$ cat config.mk
export PLATFORM = sky130hd
export DESIGN_NAME = rotary_encoder_button_decoder
export DESIGN_NICKNAME = d
export VERILOG_FILES = /design/src/rtl/rebd_pkg.sv /design/src/rtl/rebd_enc.sv /design/src/rtl/rotary_encoder_button_decoder.sv
export VERILOG_INCLUDE_DIRS = /design/src /design/src/rtl
export SDC_FILE = /design/constraint.sdc
export NUM_CORES = 1
export LEC_CHECK = 0
export BUFFER_PORTS_ARGS = -buffer_cell sky130_fd_sc_hd__buf_2
export CAP_MARGIN = 20
export CORE_ASPECT_RATIO = 0.5
export CORE_MARGIN = 1
export CORE_UTILIZATION = 40
export CTS_CLUSTER_DIAMETER = 80
export DETAILED_ROUTE_END_ITERATION = 8
export SLEW_MARGIN = 5
export SYNTH_ARGS = -nofsm -noshare
export SYNTH_HDL_FRONTEND = slang
export SYNTH_HIERARCHICAL = 1
export SYNTH_SLANG_ARGS = --single-unit
export TNS_END_PERCENT = 5
$ cat constraint.sdc
create_clock -name clk -period 12.4 [get_ports clk]
set_input_delay 3.1 -clock clk [delete_from_list [all_inputs] [get_ports clk]]
set_output_delay 3.1 -clock clk [all_outputs]
set_load 0.1 [all_outputs]
$ cat src/rtl/rotary_encoder_button_decoder_defines.svh
// assertion macros for the rotary encoder and button decoder
`ifndef ROTARY_ENCODER_BUTTON_DECODER_DEFINES_SVH
`define ROTARY_ENCODER_BUTTON_DECODER_DEFINES_SVH

`ifndef SYNTH
`define REBD_ASSERT(lbl, clk, rst_n, prop) \
  lbl: assert property (@(posedge clk) disable iff (!rst_n) (prop)) \
    else $error("rebd assertion failed");
`define REBD_ASSERT_NEXT(lbl, clk, rst_n, ante, cons) \
  lbl: assert property (@(posedge clk) disable iff (!rst_n) (ante) |=> (cons)) \
    else $error("rebd assertion failed");
`else
`define REBD_ASSERT(lbl, clk, rst_n, prop)
`define REBD_ASSERT_NEXT(lbl, clk, rst_n, ante, cons)
`endif

`endif

$ cat src/rtl/rebd_pkg.sv
package rebd_pkg;

  localparam int CFG_W     = 16;
  localparam int CFG_IDX_W = 2;
  localparam int STEP_W    = 10;
  localparam int ENC_EV_W  = 3;
  localparam int BTN_EV_W  = 2;
  localparam int OUT_POS_W = 16;

  localparam logic [CFG_IDX_W-1:0] CFG_ENC_MIN_LOW  = 2'd0;
  localparam logic [CFG_IDX_W-1:0] CFG_BTN_MIN_DOWN = 2'd1;
  localparam logic [CFG_IDX_W-1:0] CFG_BTN_LONG     = 2'd2;
  localparam logic [CFG_IDX_W-1:0] CFG_COARSE_STEP  = 2'd3;

  localparam logic [ENC_EV_W-1:0] ENC_NONE     = 3'd0;
  localparam logic [ENC_EV_W-1:0] ENC_INC      = 3'd1;
  localparam logic [ENC_EV_W-1:0] ENC_DEC      = 3'd2;
  localparam logic [ENC_EV_W-1:0] ENC_INC_HELD = 3'd3;
  localparam logic [ENC_EV_W-1:0] ENC_DEC_HELD = 3'd4;

  localparam logic [BTN_EV_W-1:0] BTN_NONE  = 2'd0;
  localparam logic [BTN_EV_W-1:0] BTN_SHORT = 2'd1;
  localparam logic [BTN_EV_W-1:0] BTN_LONG  = 2'd2;

  localparam logic [CFG_W-1:0]  RST_ENC_MIN_LOW  = 16'd5;
  localparam logic [CFG_W-1:0]  RST_BTN_MIN_DOWN = 16'd20;
  localparam logic [CFG_W-1:0]  RST_BTN_LONG     = 16'd550;
  localparam logic [STEP_W-1:0] RST_COARSE_STEP  = 10'd10;

  typedef struct packed {
    logic step;
    logic up;
  } enc_step_t;

endpackage

$ cat src/rtl/rebd_enc.sv
module rebd_enc #(
  parameter int TIME_BITS = 16
) (
  input  logic                      clk,
  input  logic                      rst_n,
  input  logic                      accept,
  input  logic                      enc_a_level,
  input  logic                      enc_b_level,
  input  logic [rebd_pkg::CFG_W-1:0] min_low_ticks,
  output rebd_pkg::enc_step_t       step_o
);
  import rebd_pkg::*;

  localparam int CMP_W = (TIME_BITS > CFG_W) ? TIME_BITS : CFG_W;

  logic                 a_prev_r, a_prev_nxt;
  logic                 low_valid_r, low_valid_nxt;
  logic [TIME_BITS-1:0] low_ticks_r, low_ticks_nxt;
  logic [TIME_BITS-1:0] ticks_inc;

  always_comb begin
    ticks_inc = low_ticks_r;
    if (low_valid_r && (low_ticks_r != {TIME_BITS{1'b1}})) begin
      ticks_inc = low_ticks_r + TIME_BITS'(1);
    end
    a_prev_nxt    = enc_a_level;
    low_valid_nxt = low_valid_r;
    low_ticks_nxt = low_ticks_r;
    step_o.step   = 1'b0;
    step_o.up     = enc_b_level;
    if (a_prev_r && !enc_a_level) begin
      low_valid_nxt = 1'b1;
      low_ticks_nxt = '0;
    end else if (!a_prev_r) begin
      low_ticks_nxt = ticks_inc;
      if (enc_a_level) begin
        step_o.step   = low_valid_r && (CMP_W'(ticks_inc) > CMP_W'(min_low_ticks));
        low_valid_nxt = 1'b0;
        low_ticks_nxt = '0;
      end
    end
  end

  always_ff @(posedge clk) begin
    if (!rst_n) begin
      a_prev_r    <= 1'b1;
      low_valid_r <= 1'b0;
      low_ticks_r <= '0;
    end else if (accept) begin
      a_prev_r    <= a_prev_nxt;
      low_valid_r <= low_valid_nxt;
      low_ticks_r <= low_ticks_nxt;
    end
  end

endmodule

$ cat src/rtl/rotary_encoder_button_decoder.sv
// channel  ports                                             direction
// in       in_valid/in_ready, enc_a, enc_b, button levels     request in
// out      out_valid/out_ready, enc_event, btn_event, position result out
// cfg      cfg_wr_en, cfg_index, cfg_wdata                    write only
//
// one tick per clock while in_ready is high; the result appears in the output register the cycle
// after the request is taken
// in_ready stays high while the output register is empty or being drained
// synchronous active-low reset restores the default register values
// and clears all tracking state
`include "rotary_encoder_button_decoder_defines.svh"

module rotary_encoder_button_decoder #(
  parameter int TIME_BITS = 16,
  parameter int POS_BITS  = 16
) (
  input  logic                              clk,
  input  logic                              rst_n,
  input  logic                              in_valid,
  output logic                              in_ready,
  input  logic                              in_enc_a_level,
  input  logic                              in_enc_b_level,
  input  logic                              in_button_level,
  output logic                              out_valid,
  input  logic                              out_ready,
  output logic [rebd_pkg::ENC_EV_W-1:0]     out_enc_event,
  output logic [rebd_pkg::BTN_EV_W-1:0]     out_btn_event,
  output logic signed [rebd_pkg::OUT_POS_W-1:0] out_position,
  input  logic                              cfg_wr_en,
  input  logic [rebd_pkg::CFG_IDX_W-1:0]    cfg_index,
  input  logic [rebd_pkg::CFG_W-1:0]        cfg_wdata
);
  import rebd_pkg::*;

  localparam int CMP_W = (TIME_BITS > CFG_W) ? TIME_BITS : CFG_W;

  logic [CFG_W-1:0]  enc_min_low_r;
  logic [CFG_W-1:0]  btn_min_down_r;
  logic [CFG_W-1:0]  btn_long_r;
  logic [STEP_W-1:0] coarse_step_r;

  logic                 btn_prev_r, btn_prev_nxt;
  logic                 press_valid_r, press_valid_nxt;
  logic                 btn_held_r, btn_held_nxt;
  logic [TIME_BITS-1:0] down_ticks_r, down_ticks_nxt;
  logic [TIME_BITS-1:0] down_inc;
  logic [POS_BITS-1:0]  pos_r, pos_nxt;
  logic [POS_BITS-1:0]  delta;

  logic                out_valid_r;
  logic [ENC_EV_W-1:0] enc_event_r, enc_event_nxt;
  logic [BTN_EV_W-1:0] btn_event_r, btn_event_nxt;

  logic      accept;
  enc_step_t enc_step;

  assign in_ready = !out_valid_r || out_ready;
  assign accept   = in_valid && in_ready;

  rebd_enc #(
    .TIME_BITS (TIME_BITS)
  ) u_enc (
    .clk           (clk),
    .rst_n         (rst_n),
    .accept        (accept),
    .enc_a_level   (in_enc_a_level),
    .enc_b_level   (in_enc_b_level),
    .min_low_ticks (enc_min_low_r),
    .step_o        (enc_step)
  );

  always_ff @(posedge clk) begin
    if (!rst_n) begin
      enc_min_low_r  <= RST_ENC_MIN_LOW;
      btn_min_down_r <= RST_BTN_MIN_DOWN;
      btn_long_r     <= RST_BTN_LONG;
      coarse_step_r  <= RST_COARSE_STEP;
    end else if (cfg_wr_en) begin
      case (cfg_index)
        CFG_ENC_MIN_LOW:  enc_min_low_r  <= cfg_wdata;
        CFG_BTN_MIN_DOWN: btn_min_down_r <= cfg_wdata;
        CFG_BTN_LONG:     btn_long_r     <= cfg_wdata;
        CFG_COARSE_STEP:  coarse_step_r  <= cfg_wdata[STEP_W-1:0];
        default: begin
        end
      endcase
    end
  end

  always_comb begin
    down_inc = down_ticks_r;
    if (press_valid_r && (down_ticks_r != {TIME_BITS{1'b1}})) begin
      down_inc = down_ticks_r + TIME_BITS'(1);
    end
    btn_prev_nxt    = in_button_level;
    press_valid_nxt = press_valid_r;
    btn_held_nxt    = btn_held_r;
    down_ticks_nxt  = down_ticks_r;
    btn_event_nxt   = BTN_NONE;
    // button first
    if (btn_prev_r && !in_button_level) begin
      press_valid_nxt = 1'b1;
      btn_held_nxt    = 1'b1;
      down_ticks_nxt  = '0;
    end else if (!btn_prev_r) begin
      down_ticks_nxt = down_inc;
      if (in_button_level) begin
        if (press_valid_r && (CMP_W'(down_inc) > CMP_W'(btn_min_down_r))) begin
          btn_event_nxt = BTN_SHORT;
        end
        press_valid_nxt = 1'b0;
        btn_held_nxt    = 1'b0;
        down_ticks_nxt  = '0;
      end else if (press_valid_r && (CMP_W'(down_inc) >= CMP_W'(btn_long_r))) begin
        btn_event_nxt   = BTN_LONG;
        press_valid_nxt = 1'b0;
        btn_held_nxt    = 1'b0;
        down_ticks_nxt  = '0;
      end
    end
    // then encoder step
    enc_event_nxt = ENC_NONE;
    delta         = btn_held_nxt ? POS_BITS'(coarse_step_r) : POS_BITS'(1);
    pos_nxt       = pos_r;
    if (enc_step.step) begin
      if (btn_held_nxt) begin
        press_valid_nxt = 1'b0;
        down_ticks_nxt  = '0;
        enc_event_nxt   = enc_step.up ? ENC_INC_HELD : ENC_DEC_HELD;
      end else begin
        enc_event_nxt   = enc_step.up ? ENC_INC : ENC_DEC;
      end
      pos_nxt = enc_step.up ? (pos_r + delta) : (pos_r - delta);
    end
  end

  always_ff @(posedge clk) begin
    if (!rst_n) begin
      btn_prev_r    <= 1'b1;
      press_valid_r <= 1'b0;
      btn_held_r    <= 1'b0;
      down_ticks_r  <= '0;
      pos_r         <= '0;
      out_valid_r   <= 1'b0;
    end else begin
      if (accept) begin
        btn_prev_r    <= btn_prev_nxt;
        press_valid_r <= press_valid_nxt;
        btn_held_r    <= btn_held_nxt;
        down_ticks_r  <= down_ticks_nxt;
        pos_r         <= pos_nxt;
        out_valid_r   <= 1'b1;
      end else if (out_ready) begin
        out_valid_r   <= 1'b0;
      end
    end
  end

  always_ff @(posedge clk) begin
    if (accept) begin
      enc_event_r <= enc_event_nxt;
      btn_event_r <= btn_event_nxt;
    end
  end

  assign out_valid     = out_valid_r;
  assign out_enc_event = enc_event_r;
  assign out_btn_event = btn_event_r;
  assign out_position  = OUT_POS_W'(pos_r);

  `REBD_ASSERT(a_held_while_down, clk, rst_n, !btn_held_r || !btn_prev_r)
  `REBD_ASSERT(a_press_needs_held, clk, rst_n, !press_valid_r || btn_held_r)
  `REBD_ASSERT(a_coarse_cancels, clk, rst_n,
    !(out_valid_r && (enc_event_r == ENC_INC_HELD || enc_event_r == ENC_DEC_HELD))
    || (btn_held_r && !press_valid_r))
  `REBD_ASSERT(a_long_clears_held, clk, rst_n,
    !(out_valid_r && btn_event_r == BTN_LONG) || !btn_held_r)
  `REBD_ASSERT_NEXT(a_accept_fills, clk, rst_n, accept, out_valid_r)

endmodule

**Word-level counts from Yosys, hierarchy flattened**

Cells that the tools add are included.
W data, S select, Z words.

- Register bits: 117
- Bits in latches: 0
- RAM bits: 0
- Bits in read-only memories: 0
- Input port bits: 26
- Output and inout bits: 23
- Memories kept: 0

- Add/sub/neg operators: 4
- Multipliers: 0
- Div/mod/pow operators: 0
- Magnitude comparators: 3
- Equal/unequal tests: 6
- Shifts and indexed selects: 0
- Muxes and demuxes: 37
- Bitwise gates (word level): 0
- Reductions and logical operators: 23

Operators by type and width:

| kind | number |
|---|---|
| $mux W16 | 12 |
| $add A16 B1 Y16 const B | 2 |
| $gt A16 B16 Y1 | 2 |
| $ne A16 B16 Y1 const B | 2 |
| $mux W1 | 19 |
| $add A16 B10 Y16 | 1 |
| $ge A16 B16 Y1 | 1 |
| $sub A16 B10 Y16 | 1 |
| $reduce_and A2 Y1 | 6 |
| $mux W10 | 1 |
| $logic_and A1 B1 Y1 | 8 |
| $mux W2 | 3 |
| $mux W3 | 2 |
| $eq A2 B2 Y1 const B | 2 |
| $reduce_bool A2 Y1 | 2 |
| $logic_not A1 Y1 | 3 |
| $reduce_and A3 Y1 | 1 |
| $eq A2 B1 Y1 const B | 1 |
| $logic_not A2 Y1 | 1 |
| $ne A2 B2 Y1 const B | 1 |
| $reduce_or A2 Y1 | 1 |
| $logic_or A1 B1 Y1 | 1 |

**Depth between registers and ports, before layout**

- Depth after elaboration: 12
- Depth in mapped cells: 33
- Gate-level depth less buffers: 32

**Modules after synthesis**

The synthesis kept the hierarchy.

By module, submodules not included:

| module | times used | cells an instance | area an instance (sq um) |
|---|---|---|---|
| rotary_encoder_button_decoder | 1 | 745 | 5781.8 |
| rebd_enc | 1 | 213 | 1670.4 |

**Least setup slack after synthesis**

Ideal clock, no wire load.

- Kind: input to output
- Start point: input port out_ready
- End point: output port in_ready
- Arrival: 3896 ps
- Required time: 9300 ps
- Slack: 5404 ps
- Cell stages on the path: 1
- Path buffers: 0
- Cell sequence: nand2b_1

- Word-level cells in the longest chain between the ends: 1

RTL lines:

| what | line | text |
|---|---|---|
| from (decl) | rotary_encoder_button_decoder.sv:25 | `input logic out_ready,` |
| $logic_or A1 B1 Y1 | rotary_encoder_button_decoder.sv:57 | `assign in_ready = !out_valid_r \|\| out_ready;` |
| to (decl) | rotary_encoder_button_decoder.sv:20 | `output logic in_ready,` |

Every way passes these cells.

**Worst setup path in the final report**

- Start point: register down_ticks_r[0]
- End point: register pos_r[14] (netlist: out_position[14])

- Word-level cells in the longest chain between the ends: 12
- Elaborated cells between the ends (all ways): 14
- Classes of those cells: add/sub (3); order compare (1); eq/ne (1); mux (7); reduce/logical (2)

RTL lines:

| what | line | text |
|---|---|---|
| from (decl) | rotary_encoder_button_decoder.sv:45 | `logic [TIME_BITS-1:0] down_ticks_r, down_ticks_nxt;` |
| from (signal assigned) | rotary_encoder_button_decoder.sv:150 | `down_ticks_r <= down_ticks_nxt;` |
| parallel branches: the longest is 2 deep, another holds $add A16 B1 Y16 | n/a |  |
| $mux W16 (*) | rotary_encoder_button_decoder.sv:92 | `if (press_valid_r && (down_ticks_r != {TIME_BITS{1'b1}})) begin` |
| $ge A16 B16 Y1 (*) | rotary_encoder_button_decoder.sv:114 | `end else if (press_valid_r && (CMP_W'(down_inc) >= CMP_W'(btn_long_r))) begin` |
| $logic_and A1 B1 Y1 (*) | rotary_encoder_button_decoder.sv:114 |  |
| $mux W1 (*) | rotary_encoder_button_decoder.sv:114 |  |
| $mux W1 (*) | rotary_encoder_button_decoder.sv:107 | `if (in_button_level) begin` |
| $mux W1 (*) | rotary_encoder_button_decoder.sv:105 | `end else if (!btn_prev_r) begin` |
| $mux W1 (*) | rotary_encoder_button_decoder.sv:101 | `if (btn_prev_r && !in_button_level) begin` |
| $mux W10 (*) | rotary_encoder_button_decoder.sv:123 | `delta = btn_held_nxt ? POS_BITS'(coarse_step_r) : POS_BITS'(1);` |
| $sub A16 B10 Y16 / $add A16 B10 Y16 (equally long branches) | rotary_encoder_button_decoder.sv:133 | `pos_nxt = enc_step.up ? (pos_r + delta) : (pos_r - delta);` |
| $mux W16 (*) | rotary_encoder_button_decoder.sv:133 |  |
| to (signal assigned) | rotary_encoder_button_decoder.sv:151 | `pos_r <= pos_nxt;` |
| to (decl) | rotary_encoder_button_decoder.sv:47 | `logic [POS_BITS-1:0] pos_r, pos_nxt;` |

Mark *: on every way between the ends.
A chain may end at the register's enable or synchronous reset.

==> summary.md <==
| Metric | Value |
|---|---|
| Initial core utilization | 41.9% |
| Root Buffer | clkbuf_16 |
| Run status | complete, no violations |
| Htree depth | 4 |
| Clock buffer depth | 2 |
| Clk Latency, worst-skew pair | 0.42 ns |
| Power per cell area | 117 nW/µm² |
| Antenna viol nets, final | 0 |
| CTS buffer count | 17 |
| Routability cong. | 0.835 |
| Final hold vios | 0 |
| Core Area | 17800 µm² |
| Power, Total | 0.000985 W |
| Number of hold buffers added after CTS | 0 |
| Post-synth ARST share | 0% |
| Site Rows | 34 |
| CP peak stage delay | 0.71 ns |
| Least-Margin Pin Slew | 0.896 ns |
| Vias per cell | 5.45 |
| Cell leakage power | 3.42 nW |
| Seq/Total Area, Yosys | 32.1% |
| Die W | 195 µm |
| Gr usage total | 20.6% |
| Slowest CP cell | nor4_1 |
| Synth warnings | 6 |
| Synth Register Bits | 117 |
| Vias in the first global route | 6074 |
| Setup TNS | 0 ns |
| Wl on met1 | 10.0 mm |
| Max cap viols | 0 |
| Clock Sinks | 117 |
| Die Height | 98.5 µm |
| Met2 wire length | 8.19 mm |
| Critical path data required time | 12.71 ns |
| Nets | 1077 |
| Io pins | 49 |
| Initial drt markers | 346 |
| Top_reg_cell synth | dfxtp_1 |
| Post-synthesis cell type count | 82 |
| Post_cts resized | 0 |
| Detailed Place HPWL | 14.1 mm |
| Design area | 8400 µm² |
| Hold Path Class | reg -> reg |
| Critical Path End Type | flop |
| Syn Area/Cell | 7.78 µm² |
| Max-slew violations | 0 |
| Port Buf Inserts | 48 |
| Antenna cells | 0 |
| Peak supply drop | 0.0000748 V |
| RSZ-0062 raised after global routing | false |
| Area growth syn-to-layout | 12.7% |
| Vias after detailed routing | 6704 |
| Gr ovfl total | 0 |
| CP Class | reg -> reg |
| Fmax | 142 MHz |
| First-pass GRT wire length | 31.5 mm |
| Largest net degree at the start of global routing | 79 |
| Hold WS | 0.457 ns |
| CP Launch Type | flop |
| Worst-path fanout max | 12 |
| Die footprint | 19200 µm² |
| Pre-antenna DRT Iters | 5 |
| Post-Syn Area | 7450 µm² |
| DRC | 0 |
| Crit path arrival time | 7.33 ns |
| Wirelength per Cell | 15.8 µm |
| Post-CTS setup buffer count | 0 |
| DR top layer | met4 |
| Period utilization | 56.6% |
| Net Count, Synth | 1052 |
| Filler cells | 1722 |
| Final Critical Period | 7.02 ns |
| Clock slew at reported path FFs | 0.06 ns |
| WL met3 | 1.02 mm |
| Antenna violations before repair | 0 |
| R2R Setup Slk | 5.38 ns |
| Layout Utilization | 47.2% |
| Clock skew | 0.0128 ns |
| CTS tree | yes |
| Post-Syn Instances | 958 |
| Slew margin rel. | 40.2% |
| Most used cell, CP | o21ai_1 |
| Final setup vio count | 0 |
| WL final | 19.4 mm |
| Post-synth EDFFs | 5 |
| Share of layout cells above drive strength 1 | 10.6% |
| Placed Instance Area | 7810 µm² |
registers in the layout, indices dropped and copies added, names as in the netlist:
| signal | cells |
|---|---|
| btn_held_r | 1 |
| u_enc/low_ticks_r | 16 |
| btn_long_r | 16 |
| btn_prev_r | 1 |
| out_valid | 1 |
| u_enc/a_prev_r | 1 |
| btn_min_down_r | 16 |
| enc_min_low_r | 16 |
| u_enc/low_valid_r | 1 |
| out_enc_event | 3 |
| out_position | 16 |
| down_ticks_r | 16 |
| press_valid_r | 1 |
| out_btn_event | 2 |
| coarse_step_r | 10 |
layout by cell type (no fill, tap or decap), drive strengths merged, types with 6 or more instances in the layout:
cell	n
nand2	181
dfxtp	112
a21oi	95
nor2	68
ha	67
inv	62
buf	54
o21ai	34
nand3	28
nand4	23
xnor2	22
clkbuf	22
xor2	15
a31oi	14
o211ai	13
a21o	12
a22oi	10
and4	10
and3	9
nand2b	8
and2	8
nor2b	8
o21a	8
a311oi	7
nor3	7
a211oi	6
or3	6
synth_stat cells (3+ instances only):
cell type / count / share of area (%)
a211oi_1: 6 / 0.60
a21o_1: 12 / 1.2
a21oi_1: 95 / 6.4
a221oi_1: 4 / 0.47
a22oi_1: 10 / 1.0
a311oi_1: 7 / 0.82
a31oi_1: 13 / 1.1
and2_1: 8 / 0.67
and3_1: 9 / 0.76
and4_1: 9 / 1.1
buf_2: 6 / 0.40
buf_6: 3 / 0.45
clkbuf_1: 34 / 1.7
dfxtp_1: 112 / 30
edfxtp_1: 5 / 2.0
ha_1: 67 / 11
inv_1: 57 / 2.9
inv_2: 4 / 0.20
mux2i_1: 4 / 0.54
nand2_1: 181 / 9.1
nand2b_1: 8 / 0.67
nand3_1: 28 / 1.9
nand3b_1: 5 / 0.50
nand4_1: 22 / 1.8
nor2_1: 67 / 3.4
nor2b_1: 8 / 0.67
nor3_1: 7 / 0.47
nor3b_1: 4 / 0.40
nor4_1: 4 / 0.34
o211ai_1: 13 / 1.3
o21a_1: 8 / 0.81
o21ai_0: 17 / 1.1
o21ai_1: 16 / 1.1
o22ai_1: 4 / 0.34
o31ai_1: 4 / 0.40
or3_1: 4 / 0.34
xnor2_1: 22 / 2.6
xor2_1: 15 / 1.8
report_power, final:
| group | leakage, nW | switching (W) | internal [W] |
|---|---|---|---|
| Clock | 0.291 | 0.000179 | 0.000315 |
| Combinational | 2.17 | 0.0000653 | 0.0000297 |
| Sequential | 0.959 | 0.00000794 | 0.000388 |
final cells by class:
| class | instances | area [µm²] | area share [%] |
|---|---|---|---|
| Clock inverter | 9 | 98.8 | 1.18 |
| Clock buffer | 22 | 485 | 5.78 |
| Timing Repair Buffer | 54 | 285 | 3.40 |
| Sequential cell | 117 | 2390 | 28.5 |
| Tap cell | 234 | 293 | 3.49 |
| Multi-Input combinational cell | 732 | 4610 | 54.9 |
| Inverter | 61 | 229 | 2.73 |
final timing paths:
kind                       from            endpoint  depth (start not counted)
max             down_ticks_r[0]    out_position[14]                         30
min          btn_min_down_r[15]  btn_min_down_r[15]                          2
max reg2reg     down_ticks_r[0]    out_position[14]                         30
min reg2reg  btn_min_down_r[15]  btn_min_down_r[15]                          2
logic make-up after synthesis:
| logic type | after synthesis | synth area share, % |
|---|---|---|
| compound gates | 238 | 20.6 |
| fa+ha+maj | 68 | 11.5 |
| simple gates | 384 | 24.7 |
| mux | 5 | 0.688 |
| buf+inv | 109 | 6.01 |
| xor+xnor | 37 | 4.35 |
| flops | 117 | 32.1 |
worst max-delay path, delay by kind of cell, from the launching register on:
kind | cells | cell delay, ns
flops | 1 | 0.36
xor+xnor | 2 | 0.40
fa+ha+maj | 3 | 1.02
compound gates | 13 | 2.53
simple gates | 12 | 2.62
stage by stage:
step,cells,setup slack [ns]
2_1_floorplan,958,5.40
3_3_place_gp,1198,5.44
3_5_place_dp,1198,5.32
4_1_cts,1229,5.45
5_1_grt,1229,4.64
6_report,1229,5.38
per-layer routing:
layer / up-vias / track usage [%]
li1: 3429 / -
met1: 3103 / 30.0
met2: 162 / 30.4
met3: 10 / 4.52
met4: 0 / 5.51
met5: - / 0
Power figures use the tool's default switching activity.
